--- src/design/integer_text_parser_assert.svh ---
// Assertion helpers for the integer text parser.
`ifndef INTEGER_TEXT_PARSER_ASSERT_SVH
`define INTEGER_TEXT_PARSER_ASSERT_SVH

// Same-cycle implication, sampled on the rising clock, off during reset.
`define ITP_ASSERT_NOW(label, clk, rst, ante, cons, msg) \
   label: assert property (@(posedge clk) disable iff (rst) (ante) |-> (cons)) \
      else $error(msg);

// Next-cycle implication.
`define ITP_ASSERT_NEXT(label, clk, rst, ante, cons, msg) \
   label: assert property (@(posedge clk) disable iff (rst) (ante) |=> (cons)) \
      else $error(msg);

`endif

--- src/design/itp_pkg.sv ---
package itp_pkg;

   localparam int VALUE_W            = 64;
   localparam int OFFSET_W           = 16;
   localparam int BASE_W             = 6;
   localparam int CH_W               = 8;
   localparam int COUNT_BITS_DEFAULT = 16;

   localparam logic [BASE_W-1:0] BASE_RESET = 6'd10;
   localparam logic [BASE_W-1:0] BASE_DEC   = 6'd10;
   localparam logic [BASE_W-1:0] BASE_HEX   = 6'd16;

   localparam logic [CH_W-1:0] CH_SPACE = 8'h20;
   localparam logic [CH_W-1:0] CH_TAB   = 8'h09;
   localparam logic [CH_W-1:0] CH_PLUS  = 8'h2B;
   localparam logic [CH_W-1:0] CH_MINUS = 8'h2D;
   localparam logic [CH_W-1:0] CH_ZERO  = 8'h30;
   localparam logic [CH_W-1:0] CH_NINE  = 8'h39;
   localparam logic [CH_W-1:0] CH_LX    = 8'h78;
   localparam logic [CH_W-1:0] CH_UX    = 8'h58;
   localparam logic [CH_W-1:0] CH_LA    = 8'h61;
   localparam logic [CH_W-1:0] CH_LF    = 8'h66;
   localparam logic [CH_W-1:0] CH_UA    = 8'h41;
   localparam logic [CH_W-1:0] CH_UF    = 8'h46;

   // hex letter value = low three bits + 9
   localparam logic [3:0] HEX_ALPHA_OFS = 4'd9;

   typedef struct packed {
      logic [CH_W-1:0] ch;
      logic            start_req;
   } itp_item_type;

   typedef struct packed {
      logic [VALUE_W-1:0]  value;
      logic [OFFSET_W-1:0] end_offset;
   } itp_result_type;

endpackage

--- src/design/integer_text_parser.sv ---
// Streaming strtol-style integer parser. Feed one string byte per transaction on req_,
// with req_start_req set on the first byte of each string; leading spaces/tabs are skipped,
// one sign is taken, and in base 16 a 0x/0X prefix selects hex digits, otherwise only 0-9
// are taken (acc = acc * base + digit, base 0 means 10). The first byte that does not fit
// produces one rsp_ transaction: the signed value (wraps mod 2^64) and the consumed count
// (saturating; counts the blanks, sign, prefix and digits taken). Bytes after that are
// ignored until the next start; a start in mid-parse drops the old parse silently. Rate:
// one byte per clock, sustained except for the stall described below; on the way to
// rsp_valid the byte lands in the input register, and the combinational parse step feeds
// the result register. The loop through the parser state with its 64x6 multiply-add sets
// the rate. The input side keeps taking bytes while a result waits; it stalls only when
// a byte would produce a second result before the first one is taken.
// csr_base may be written only while the parser is idle.
module integer_text_parser #(
   parameter int COUNT_BITS = itp_pkg::COUNT_BITS_DEFAULT
) (
   input  logic                               clock,
   input  logic                               reset,
   // byte input
   input  logic                               req_valid,
   output logic                               req_stall,
   input  logic [itp_pkg::CH_W-1:0]           req_ch,
   input  logic                               req_start_req,
   // result output
   output logic                               rsp_valid,
   input  logic                               rsp_stall,
   output logic signed [itp_pkg::VALUE_W-1:0] rsp_value,
   output logic [itp_pkg::OFFSET_W-1:0]       rsp_end_offset,
   // base register write
   input  logic                               csr_valid,
   output logic                               csr_ready,
   input  logic [itp_pkg::BASE_W-1:0]         csr_base
);
   import itp_pkg::*;

   logic [BASE_W-1:0] base_ff, base_in;

   itp_item_type   req_item;
   itp_item_type   item;
   logic           item_valid;
   logic           advance;
   logic           out_free;
   logic           res_valid;
   itp_result_type res;
   itp_result_type rsp_res;

   // base register: always ready; the user must write only while idle, the block does not enforce it
   assign csr_ready = 1'b1;
   assign base_in   = (csr_valid && csr_ready) ? csr_base : base_ff;

   always_ff @(posedge clock) begin
      if (reset) begin
         base_ff <= BASE_RESET;
      end else begin
         base_ff <= base_in;
      end
   end

   assign req_item.ch        = req_ch;
   assign req_item.start_req = req_start_req;

   // input register
   itp_in_stage u_in (
      .clock      (clock),
      .reset      (reset),
      .req_valid  (req_valid),
      .req_item   (req_item),
      .advance    (advance),
      .req_stall  (req_stall),
      .item_valid (item_valid),
      .item       (item)
   );

   // parse step and parser state
   itp_core #(
      .COUNT_BITS (COUNT_BITS)
   ) u_core (
      .clock      (clock),
      .reset      (reset),
      .base       (base_ff),
      .item_valid (item_valid),
      .item       (item),
      .out_free   (out_free),
      .advance    (advance),
      .res_valid  (res_valid),
      .res        (res)
   );

   // result register
   itp_out_stage u_out (
      .clock     (clock),
      .reset     (reset),
      .res_valid (res_valid),
      .res       (res),
      .rsp_stall (rsp_stall),
      .out_free  (out_free),
      .rsp_valid (rsp_valid),
      .rsp_res   (rsp_res)
   );

   assign rsp_value      = rsp_res.value;
   assign rsp_end_offset = rsp_res.end_offset;

endmodule

--- src/design/itp_in_stage.sv ---
module itp_in_stage (
   input  logic                 clock,
   input  logic                 reset,
   input  logic                 req_valid,
   input  itp_pkg::itp_item_type req_item,
   input  logic                 advance,
   output logic                 req_stall,
   output logic                 item_valid,
   output itp_pkg::itp_item_type item
);
   import itp_pkg::*;

   logic         valid_ff;
   logic         valid_in;
   itp_item_type item_ff;
   logic         load;

   // register is free when empty or when its item moves on this cycle
   assign load      = !valid_ff || advance;
   assign req_stall = !load;
   assign valid_in  = load ? req_valid : valid_ff;

   always_ff @(posedge clock) begin
      if (reset) begin
         valid_ff <= 1'b0;
      end else begin
         valid_ff <= valid_in;
      end
   end

   always_ff @(posedge clock) begin
      if (load) begin
         item_ff <= req_item;
      end
   end

   assign item_valid = valid_ff;
   assign item       = item_ff;

endmodule

--- src/design/itp_core.sv ---
module itp_core #(
   parameter int COUNT_BITS = itp_pkg::COUNT_BITS_DEFAULT
) (
   input  logic                          clock,
   input  logic                          reset,
   input  logic [itp_pkg::BASE_W-1:0]    base,
   input  logic                          item_valid,
   input  itp_pkg::itp_item_type          item,
   input  logic                          out_free,
   output logic                          advance,
   output logic                          res_valid,
   output itp_pkg::itp_result_type        res
);
   import itp_pkg::*;

   `include "integer_text_parser_assert.svh"

   localparam logic [2:0] PH_IDLE   = 3'd0;
   localparam logic [2:0] PH_BLANK  = 3'd1;
   localparam logic [2:0] PH_SIGNED = 3'd2;
   localparam logic [2:0] PH_ZERO   = 3'd3;
   localparam logic [2:0] PH_HEX    = 3'd4;
   localparam logic [2:0] PH_DEC    = 3'd5;

   localparam int CW = (COUNT_BITS > OFFSET_W) ? COUNT_BITS : OFFSET_W;
   localparam logic [COUNT_BITS-1:0] CNT_MAX = {COUNT_BITS{1'b1}};

   logic [2:0]            phase_ff, phase_in;
   logic [VALUE_W-1:0]    acc_ff, acc_in;
   logic                  neg_ff, neg_in;
   logic [COUNT_BITS-1:0] cons_ff, cons_in;

   logic [2:0]              ph;
   logic [VALUE_W-1:0]      acc_base;
   logic                    neg_base;
   logic [COUNT_BITS-1:0]   cons_base;
   logic [BASE_W-1:0]       mult;
   logic [VALUE_W+BASE_W-1:0] prod;
   logic [CH_W-1:0]         ch;
   logic                    is_blank, is_sign, is_dec, is_alpha, is_x;
   logic [3:0]              hex_digit;
   logic                    take, finish, handled;
   logic [VALUE_W-1:0]      acc_step;
   logic                    neg_step;
   logic [CW-1:0]           cons_wide;

   assign ch        = item.ch;
   assign acc_base  = item.start_req ? '0 : acc_ff;
   assign neg_base  = item.start_req ? 1'b0 : neg_ff;
   assign cons_base = item.start_req ? '0 : cons_ff;
   assign mult      = (base == '0) ? BASE_DEC : base;
   assign prod      = acc_base * mult;

   assign is_blank  = (ch == CH_SPACE) || (ch == CH_TAB);
   assign is_sign   = (ch == CH_PLUS) || (ch == CH_MINUS);
   assign is_dec    = (ch >= CH_ZERO) && (ch <= CH_NINE);
   assign is_alpha  = ((ch >= CH_LA) && (ch <= CH_LF)) || ((ch >= CH_UA) && (ch <= CH_UF));
   assign is_x      = (ch == CH_LX) || (ch == CH_UX);
   assign hex_digit = is_dec ? ch[3:0] : ({1'b0, ch[2:0]} + HEX_ALPHA_OFS);

   // one character through the phase chain; phases fall through like the C switch
   always_comb begin
      ph       = item.start_req ? PH_BLANK : phase_ff;
      acc_step = acc_base;
      neg_step = neg_base;
      take     = 1'b0;
      finish   = 1'b0;
      handled  = 1'b0;
      if (ph == PH_BLANK) begin
         if (is_blank) begin
            take    = 1'b1;
            handled = 1'b1;
         end else if (is_sign) begin
            neg_step = (ch == CH_MINUS);
            take     = 1'b1;
            handled  = 1'b1;
            ph       = PH_SIGNED;
         end else begin
            ph = PH_SIGNED;
         end
      end
      if (!handled && ph == PH_SIGNED) begin
         if (base == BASE_HEX && ch == CH_ZERO) begin
            take    = 1'b1;
            handled = 1'b1;
            ph      = PH_ZERO;
         end else begin
            ph = PH_DEC;
         end
      end
      if (!handled && ph == PH_ZERO) begin
         if (is_x) begin
            take    = 1'b1;
            handled = 1'b1;
            ph      = PH_HEX;
         end else begin
            ph = PH_DEC;
         end
      end
      if (!handled && ph == PH_HEX) begin
         if (is_dec || is_alpha) begin
            acc_step = {acc_base[VALUE_W-5:0], 4'b0000} + VALUE_W'(hex_digit);
            take     = 1'b1;
         end else begin
            finish = 1'b1;
         end
      end else if (!handled && ph == PH_DEC) begin
         if (is_dec) begin
            acc_step = prod[VALUE_W-1:0] + VALUE_W'(ch[3:0]);
            take     = 1'b1;
         end else begin
            finish = 1'b1;
         end
      end
   end

   assign advance   = item_valid && (!finish || out_free);
   assign res_valid = item_valid && finish;

   assign phase_in = advance ? (finish ? PH_IDLE : ph) : phase_ff;
   assign acc_in   = advance ? acc_step : acc_ff;
   assign neg_in   = advance ? neg_step : neg_ff;
   assign cons_in  = advance ? ((take && cons_base != CNT_MAX) ? cons_base + 1'b1 : cons_base)
                             : cons_ff;

   always_ff @(posedge clock) begin
      if (reset) begin
         phase_ff <= PH_IDLE;
         acc_ff   <= '0;
         neg_ff   <= 1'b0;
         cons_ff  <= '0;
      end else begin
         phase_ff <= phase_in;
         acc_ff   <= acc_in;
         neg_ff   <= neg_in;
         cons_ff  <= cons_in;
      end
   end

   // result: stop char leaves acc, sign and count untouched, so use the entry values
   assign cons_wide      = CW'(cons_base);
   assign res.value      = neg_base ? (VALUE_W'(0) - acc_base) : acc_base;
   assign res.end_offset = (cons_wide > CW'({OFFSET_W{1'b1}})) ? {OFFSET_W{1'b1}}
                                                                : cons_wide[OFFSET_W-1:0];

   `ITP_ASSERT_NEXT(a_idle_after_result, clock, reset, advance && res_valid,
      phase_ff == PH_IDLE, "parser not idle after giving a result")
   `ITP_ASSERT_NOW(a_idle_silent, clock, reset,
      item_valid && !item.start_req && phase_ff == PH_IDLE, !res_valid && advance,
      "idle parser reacted to a character without start")
   `ITP_ASSERT_NEXT(a_count_grows, clock, reset,
      advance && !item.start_req && phase_ff != PH_IDLE, cons_ff >= $past(cons_ff),
      "consumed count went backwards inside a parse")

endmodule

--- src/design/itp_out_stage.sv ---
module itp_out_stage (
   input  logic                          clock,
   input  logic                          reset,
   input  logic                          res_valid,
   input  itp_pkg::itp_result_type        res,
   input  logic                          rsp_stall,
   output logic                          out_free,
   output logic                          rsp_valid,
   output itp_pkg::itp_result_type        rsp_res
);
   import itp_pkg::*;

   logic           valid_ff, valid_in;
   itp_result_type res_ff;

   assign out_free = !valid_ff || !rsp_stall;
   assign valid_in = out_free ? res_valid : valid_ff;

   always_ff @(posedge clock) begin
      if (reset) begin
         valid_ff <= 1'b0;
      end else begin
         valid_ff <= valid_in;
      end
   end

   always_ff @(posedge clock) begin
      if (out_free && res_valid) begin
         res_ff <= res;
      end
   end

   assign rsp_valid = valid_ff;
   assign rsp_res   = res_ff;

endmodule
--- config.mk ---
export PLATFORM = sky130hd
export DESIGN_NAME = integer_text_parser
export DESIGN_NICKNAME = d
export VERILOG_FILES = /design/src/design/itp_pkg.sv /design/src/design/integer_text_parser.sv /design/src/design/itp_in_stage.sv /design/src/design/itp_core.sv /design/src/design/itp_out_stage.sv
export VERILOG_INCLUDE_DIRS = /design/src /design/src/design
export SDC_FILE = /design/constraint.sdc
export NUM_CORES = 1
export LEC_CHECK = 0
export ABC_CLOCK_PERIOD_IN_PS = 8850
export BUFFER_PORTS_ARGS = -buffer_cell sky130_fd_sc_hd__buf_2
export CAP_MARGIN = 10
export CORE_UTILIZATION = 64
export CTS_CLUSTER_DIAMETER = 40
export DETAILED_ROUTE_END_ITERATION = 8
export PLACE_DENSITY = 0.81
export SLEW_MARGIN = 20
export SYNTH_ARGS = -nofsm -noshare
export SYNTH_HDL_FRONTEND = slang
export SYNTH_SLANG_ARGS = --single-unit
--- constraint.sdc ---
create_clock -name clock -period 8.85 [get_ports clock]
set_input_delay 0.4425 -clock clock [delete_from_list [all_inputs] [get_ports clock]]
set_output_delay 0.4425 -clock clock [all_outputs]
set_load 0.05 [all_outputs]
# ---- Word-level counts from Yosys, hierarchy flattened
# Cells that the tools add are included.
dict set report word_totals {
  regBits 181
  input_bits 20
  elab_cells 104
}
dict set report op_classes {
  add_sub_neg 5
  n_mul 1
  order_cmp 7
  n_eq_ne 14
  muxes 37
  reduce_logical 29
}
# operator count
set ops {}
lappend ops {{$mux W64} 6}
lappend ops {{$add A64 B4 Y64} 2}
lappend ops {{$mul A64 B6 Y64} 1}
lappend ops {{$sub A1 B64 Y64 const A} 1}
lappend ops {{$eq A8 B6 Y1 const B} 4}
lappend ops {{$mux W16} 2}
lappend ops {{$mux W3} 7}
lappend ops {{$mux W1} 20}
lappend ops {{$add A16 B1 Y16 const B} 1}
lappend ops {{$eq A8 B7 Y1 const B} 2}
lappend ops {{$ge A8 B7 Y1 const B} 2}
lappend ops {{$gt A16 B16 Y1 const B} 1}
lappend ops {{$le A8 B7 Y1 const B} 2}
lappend ops {{$ne A16 B16 Y1 const B} 1}
lappend ops {{$logic_and A1 B1 Y1} 12}
lappend ops {{$eq A8 B4 Y1 const B} 1}
lappend ops {{$ge A8 B6 Y1 const B} 1}
lappend ops {{$le A8 B6 Y1 const B} 1}
lappend ops {{$logic_not A1 Y1} 8}
lappend ops {{$logic_or A1 B1 Y1} 8}
lappend ops {{$eq A3 B2 Y1 const B} 2}
lappend ops {{$eq A3 B3 Y1 const B} 2}
lappend ops {{$eq A6 B5 Y1 const B} 1}
lappend ops {{$logic_not A6 Y1} 1}
lappend ops {{4 further kinds} 4}

# ---- Longest topological paths before layout
dict set report depth {
  ltp_word 20
  ltp_mapped 25
  depth_no_buf 22
}

# ---- Cells and area by module
# From an unflattened synthesis, not the netlist that was laid out.
dict set report unflattened {
  hier_cells 2498
  hier_area_um2 21774.6
}
# module instances cells_each area_per_inst_um2 seq_area_each_um2
set by_module_without_submodules {}
lappend by_module_without_submodules {itp_core 1 2378 18785.5 1681.6}
lappend by_module_without_submodules {itp_out_stage 1 85 2441.1 2422.3}
lappend by_module_without_submodules {itp_in_stage 1 14 320.3 290.3}
lappend by_module_without_submodules {integer_text_parser 1 21 227.7 120.1}

# ---- Worst setup path before layout
# OpenSTA, ideal clock, no wires.
dict set report synth_timing {
  path_kind {flip-flop to flip-flop}
  from {reg u_in.item_ff, in the netlist u_in.item[2]}
  to {reg u_out.res_ff, in the netlist u_out.rsp_res[0], enable pin}
  setup_time_ns 0.545
  arrival_ns 6.205
  required_time_ns 8.305
  path_slack_ns 2.100
  stages_incl_launch_ff 10
  path_buffers 0
  period_less_slack_ns 6.750
  path_cell_list {edfxtp_1 inv_1 ha_1 nor4bb_1 o2bb2ai_1 a2111oi_2 or4b_1 o21ai_1 nand2_1 a21oi_1}
}
dict set report synth_via {
  elab_chain_len 17
  word_cells_on_any_way 52
  cone_classes {6 x order compare; 11 x eq/ne; 17 x mux; 18 x reduce/logical}
}
# element line
set synth_rtl {}
lappend synth_rtl {{from (decl)} itp_in_stage.sv:15} ;# itp_item_type item_ff;
lappend synth_rtl {{from (signal assigned)} itp_in_stage.sv:33} ;# item_ff <= req_item;
lappend synth_rtl {{$eq A8 B6 Y1} itp_core.sv:55} ;# assign is_sign = (ch == CH_PLUS) || (ch == CH_MINUS);
lappend synth_rtl {{$logic_or A1 B1 Y1} itp_core.sv:55}
lappend synth_rtl {{$mux W1} itp_core.sv:73} ;# end else if (is_sign) begin
lappend synth_rtl {{$mux W1} itp_core.sv:70} ;# if (is_blank) begin
lappend synth_rtl {{$mux W1} itp_core.sv:69} ;# if (ph == PH_BLANK) begin
lappend synth_rtl {{$logic_not A1 Y1} itp_core.sv:82} ;# if (!handled && ph == PH_SIGNED) begin
lappend synth_rtl {{$logic_and A1 B1 Y1} itp_core.sv:82}
lappend synth_rtl {{$mux W3 / $mux W1 (equally long branches)} itp_core.sv:82}
lappend synth_rtl {{$eq A3 B2 Y1 / $logic_not A1 Y1 (equally long branches)} itp_core.sv:91} ;# if (!handled && ph == PH_ZERO) begin
lappend synth_rtl {{$logic_and A1 B1 Y1} itp_core.sv:91}
lappend synth_rtl {{$mux W3 / $mux W1 (equally long branches)} itp_core.sv:91}
lappend synth_rtl {{$eq A3 B3 Y1 / $logic_not A1 Y1 (equally long branches)} {itp_core.sv:107, itp_core.sv:100}}
lappend synth_rtl {{$logic_and A1 B1 Y1} itp_core.sv:107} ;# end else if (!handled && ph == PH_DEC) begin
lappend synth_rtl {{$mux W1} itp_core.sv:107}
lappend synth_rtl {{$mux W1 (*)} itp_core.sv:100} ;# if (!handled && ph == PH_HEX) begin
lappend synth_rtl {{$logic_and A1 B1 Y1 (*)} itp_core.sv:118} ;# assign res_valid = item_valid && finish;
lappend synth_rtl {{$logic_and A1 B1 Y1 (*)} itp_out_stage.sv:28} ;# if (out_free && res_valid) begin
lappend synth_rtl {{to (signal assigned)} itp_out_stage.sv:29} ;# res_ff <= res;
lappend synth_rtl {{to (decl)} itp_out_stage.sv:14} ;# itp_result_type res_ff;
# Every way passes the cells marked *; elsewhere a longest branch is shown, timed or not.
# A chain may end at the register's enable or synchronous reset.

# ---- Final worst setup path
dict set report layout_timing {
  from {reg base_ff[1]}
  to {reg u_core.acc_ff[61]}
}
dict set report layout_via {
  elab_chain_len 14
  word_cells_on_any_way 29
  cone_classes {1 x add/sub; 1 x mul; 4 x eq/ne; 13 x mux; 10 x reduce/logical}
}
# element line
set layout_rtl {}
lappend layout_rtl {{from (decl)} integer_text_parser.sv:36} ;# logic [BASE_W-1:0] base_ff, base_in;
lappend layout_rtl {{from (signal assigned)} integer_text_parser.sv:55} ;# base_ff <= base_in;
lappend layout_rtl {{branches (longest 14 deep; another with $mul A64 B6 Y64)} -}
lappend layout_rtl {{to (signal assigned)} itp_core.sv:134} ;# acc_ff <= acc_in;
lappend layout_rtl {{to (decl)} itp_core.sv:29} ;# logic [VALUE_W-1:0] acc_ff, acc_in;
# Several ways; the timed one is not identified.

==> metrics.md <==
| Metric | Value |
|---|---|
| Dpl ws | `1.72 ns` |
| Post-cts resize count | `0` |
| Later-pin clock latency in the skew report | `0.44 ns` |
| Post-CTS Hold Buffers | `0` |
| Final Hold Viols | `0` |
| Seq/Total Area, Yosys | `0.205` |
| RSZ-0062 raised after global routing | `false` |
| Final worst slack | `1.50 ns` |
| DRC | `0` |
| CTS max path bufs | `2` |
| Tightest Hold Check Type | `primary input to flip-flop` |
| Largest net degree at the start of global routing | `163` |
| Post-Syn Area | `22,000 um^2` |
| Final antenna-violating net count | `0` |
| Die Wd | `188 um` |
| Placed cells | `2,969` |
| GRT Overall Usage | `0.395` |
| Diode count | `0` |
| Final worst-path cycle share | `0.830` |
| CP arrival | `7.70 ns` |
| Total power | `2.18 mW` |
| MaxCap Viol Count | `0` |
| Highest clock rate | `0.136 GHz` |
| Max Slew Vio Count | `0` |
| Routability cong. | `1.00` |
| Worst path required time | `9.20 ns` |
| Core Util, Final | `0.689` |
| Power density cells | `93.9 nW/um^2` |
| Drt first pass iters | `8` |
| Routed vias | `20,000` |
| Syn_area_per_cell | `8.61 um^2` |
| Non-filler cells in the finished layout | `3,001` |
| Final instance area | `23,200 um^2` |
| Initial DRC count | `2,831` |
| Cell Area, Placed | `22,600 um^2` |
| Cells on worst reg2reg path | `20` |
| Antenna violations before repair | `0` |
| Setup Skew | `0.0237 ns` |
| Startpoint Class | `flip-flop` |
| Drt total wl | `68.1 mm` |
| Register area | `4520 um^2` |
| Final setup vio count | `0` |
| Leakage power | `10.8 nW` |
| Hold path depth | `1` |
| Nets | `2,934` |
| Vias in the first global route | `19,500` |
| Depth of the CTS H-tree | `4` |
| Filler instances | `2,711` |
| Post-synth EDFFs | `89` |
| Fin crit period | `7.35 ns` |
| Max_slew headroom | `0.306` |
| Area of the multi-input gates | `16,600 um^2` |
| # clock sinks | `181` |
| Share of cells above drive strength 1 | `0.0783` |
| Post-DP HPWL | `51.1 mm` |
| Asr flop ratio synth | `0` |
| Gr ovfl total | `0` |
| Status | `finished clean` |
| Number of CTS-inserted buffers | `17` |
| Clock Tree Root | `clkbuf_16` |
| P&R area growth vs syn | `5.34%` |
| IO Pins | `103` |
| CORE AREA | `33,700 um^2` |
| Setup CP Type | `flip-flop to flip-flop` |
| Netlist cell types | `91` |
| Routed WL per cell | `22.7 um` |
| Via density | `6.67` |
| Starting Density | `0.654` |
| Final TNS setup | `0 ns` |
| Max IR drop VDD | `0.000141 V` |
| Max FO, Critical Path | `32` |
| Clock-pin slew on the worst setup and hold paths | `0.08 ns` |
| Port bufs | `101` |
| Hold slack | `0.177 ns` |
| First-pass GRT wire length | `109 mm` |
| Synth Flop Type | `dfxtp_1` |
| CTS tree | `built` |
| CP Capture Type | `flip-flop` |
| Post-synthesis cell count | `2,562` |
| Worst slew pin tran | `1.04 ns` |
| Post-Syn Nets | `2,956` |
| Post-CTS Setup Inserts | `0` |
| FF+latch count, synth | `181` |
| Ys Warns | `0` |
| Total die area | `35,200 um^2` |
| Die Y | `188 um` |
| Num rows | `67` |
critical path, stage by stage, from the launching register on:
cell	delay [ns]
dfxtp_1	0.43
nor3_1	0.10
nand2_1	0.16
nor2_1	0.13
nor2_4	0.74
nor2_1	0.15
fa_1	0.50
fa_1	0.53
fa_1	0.49
ha_1	0.30
ha_1	0.39
a21oi_1	0.15
a211o_1	0.31
a31oi_1	0.45
o211ai_1	0.36
nor4_1	0.82
o21a_1	0.24
a21oi_1	0.19
o311ai_0	0.44
xnor2_1	0.11
a221oi_1	0.25
synthesized netlist by cell type (17+ instances only):
library cell | instances | area, um^2
nor3_1 | 33 | 165
a21o_1 | 43 | 323
xor2_1 | 88 | 771
xnor2_1 | 40 | 350
nor2_1 | 368 | 1380
o211ai_1 | 40 | 300
clkbuf_1 | 134 | 503
edfxtp_1 | 89 | 2670
nand4_1 | 21 | 131
a21oi_1 | 153 | 766
fa_1 | 238 | 4760
inv_1 | 70 | 263
a211oi_1 | 26 | 195
nor2b_1 | 74 | 463
ha_1 | 136 | 1700
nand3_1 | 37 | 185
o21bai_1 | 17 | 128
o31ai_1 | 21 | 158
nand2_1 | 262 | 983
and2_1 | 183 | 1140
o21ai_0 | 108 | 541
dfxtp_1 | 92 | 1840
final timing paths:
check                     start                  to  slack, ns
min                   req_ch[3]        u_in.item[4]       0.18
max                  base_ff[1]   u_core.acc_ff[61]       1.50
min reg2reg  u_core.cons_ff[15]  u_core.cons_ff[15]       0.52
max reg2reg          base_ff[1]   u_core.acc_ff[61]       1.50
logic make-up (layout without fill, tap and decap cells):
| family | count (synthesis) | count (layout) | share of synthesized area |
|---|---|---|---|
| DFF | 181 | 181 | 0.205 |
| other | 1 | 1 | 0.000170 |
| xor gates and xnor gates | 128 | 128 | 0.0508 |
| AOI/OAI and AO/OA | 548 | 548 | 0.163 |
| muxes | 16 | 16 | 0.00732 |
| and+or+nand+nor | 1073 | 1073 | 0.234 |
| buffers and inverters | 241 | 232 | 0.0470 |
| adders and majority gates | 374 | 374 | 0.293 |
layout by cell type (no fill, tap or decap), types with 17 or more instances in the layout:
master     count
nor2_1       366
nand2_1      262
fa_1         238
and2_1       183
a21oi_1      152
ha_1         136
o21ai_0      108
buf_2        101
dfxtp_1       91
edfxtp_1      89
xor2_1        88
nor2b_1       74
inv_1         70
a21o_1        43
xnor2_1       40
o211ai_1      40
nand3_1       37
nor3_1        31
buf_4         27
a211oi_1      26
o31ai_1       21
nand4_1       21
o21bai_1      17
clkbuf_16     17
metal layers:
layer | global-route usage | wire (um) | share of wire | up-vias
li1 | - | - | - | 8777
met1 | 0.562 | 27500 | 0.40 | 9662
met2 | 0.572 | 28800 | 0.42 | 1411
met3 | 0.115 | 9320 | 0.14 | 181
met4 | 0.144 | 2530 | 0.037 | 0
met5 | 0 | 0 | 0 | -
registers in the layout (all words and copies together) (netlist names):
signal,count
base_ff,6
u_core.acc_ff,64
u_core.cons_ff,16
u_core.neg_ff,1
u_core.phase_ff,3
u_in.item,9
u_in.item_valid,1
u_out.rsp_res,80
u_out.rsp_valid,1
layout make-up:
cell class	instances	area share
multi-input cells	2140	0.713
well taps	448	0.0241
inverters	71	0.0115
flip-flops and latches	181	0.194
repair buffers	129	0.0314
clock inverters	14	0.00679
clock buffers	18	0.0185
power by group:
group	switching, mW	total (mW)	internal, mW
sequential	0.0373	0.946	0.909
combinational	0.339	0.477	0.137
clock	0.380	0.759	0.379
(Power assumes the default switching activity.)
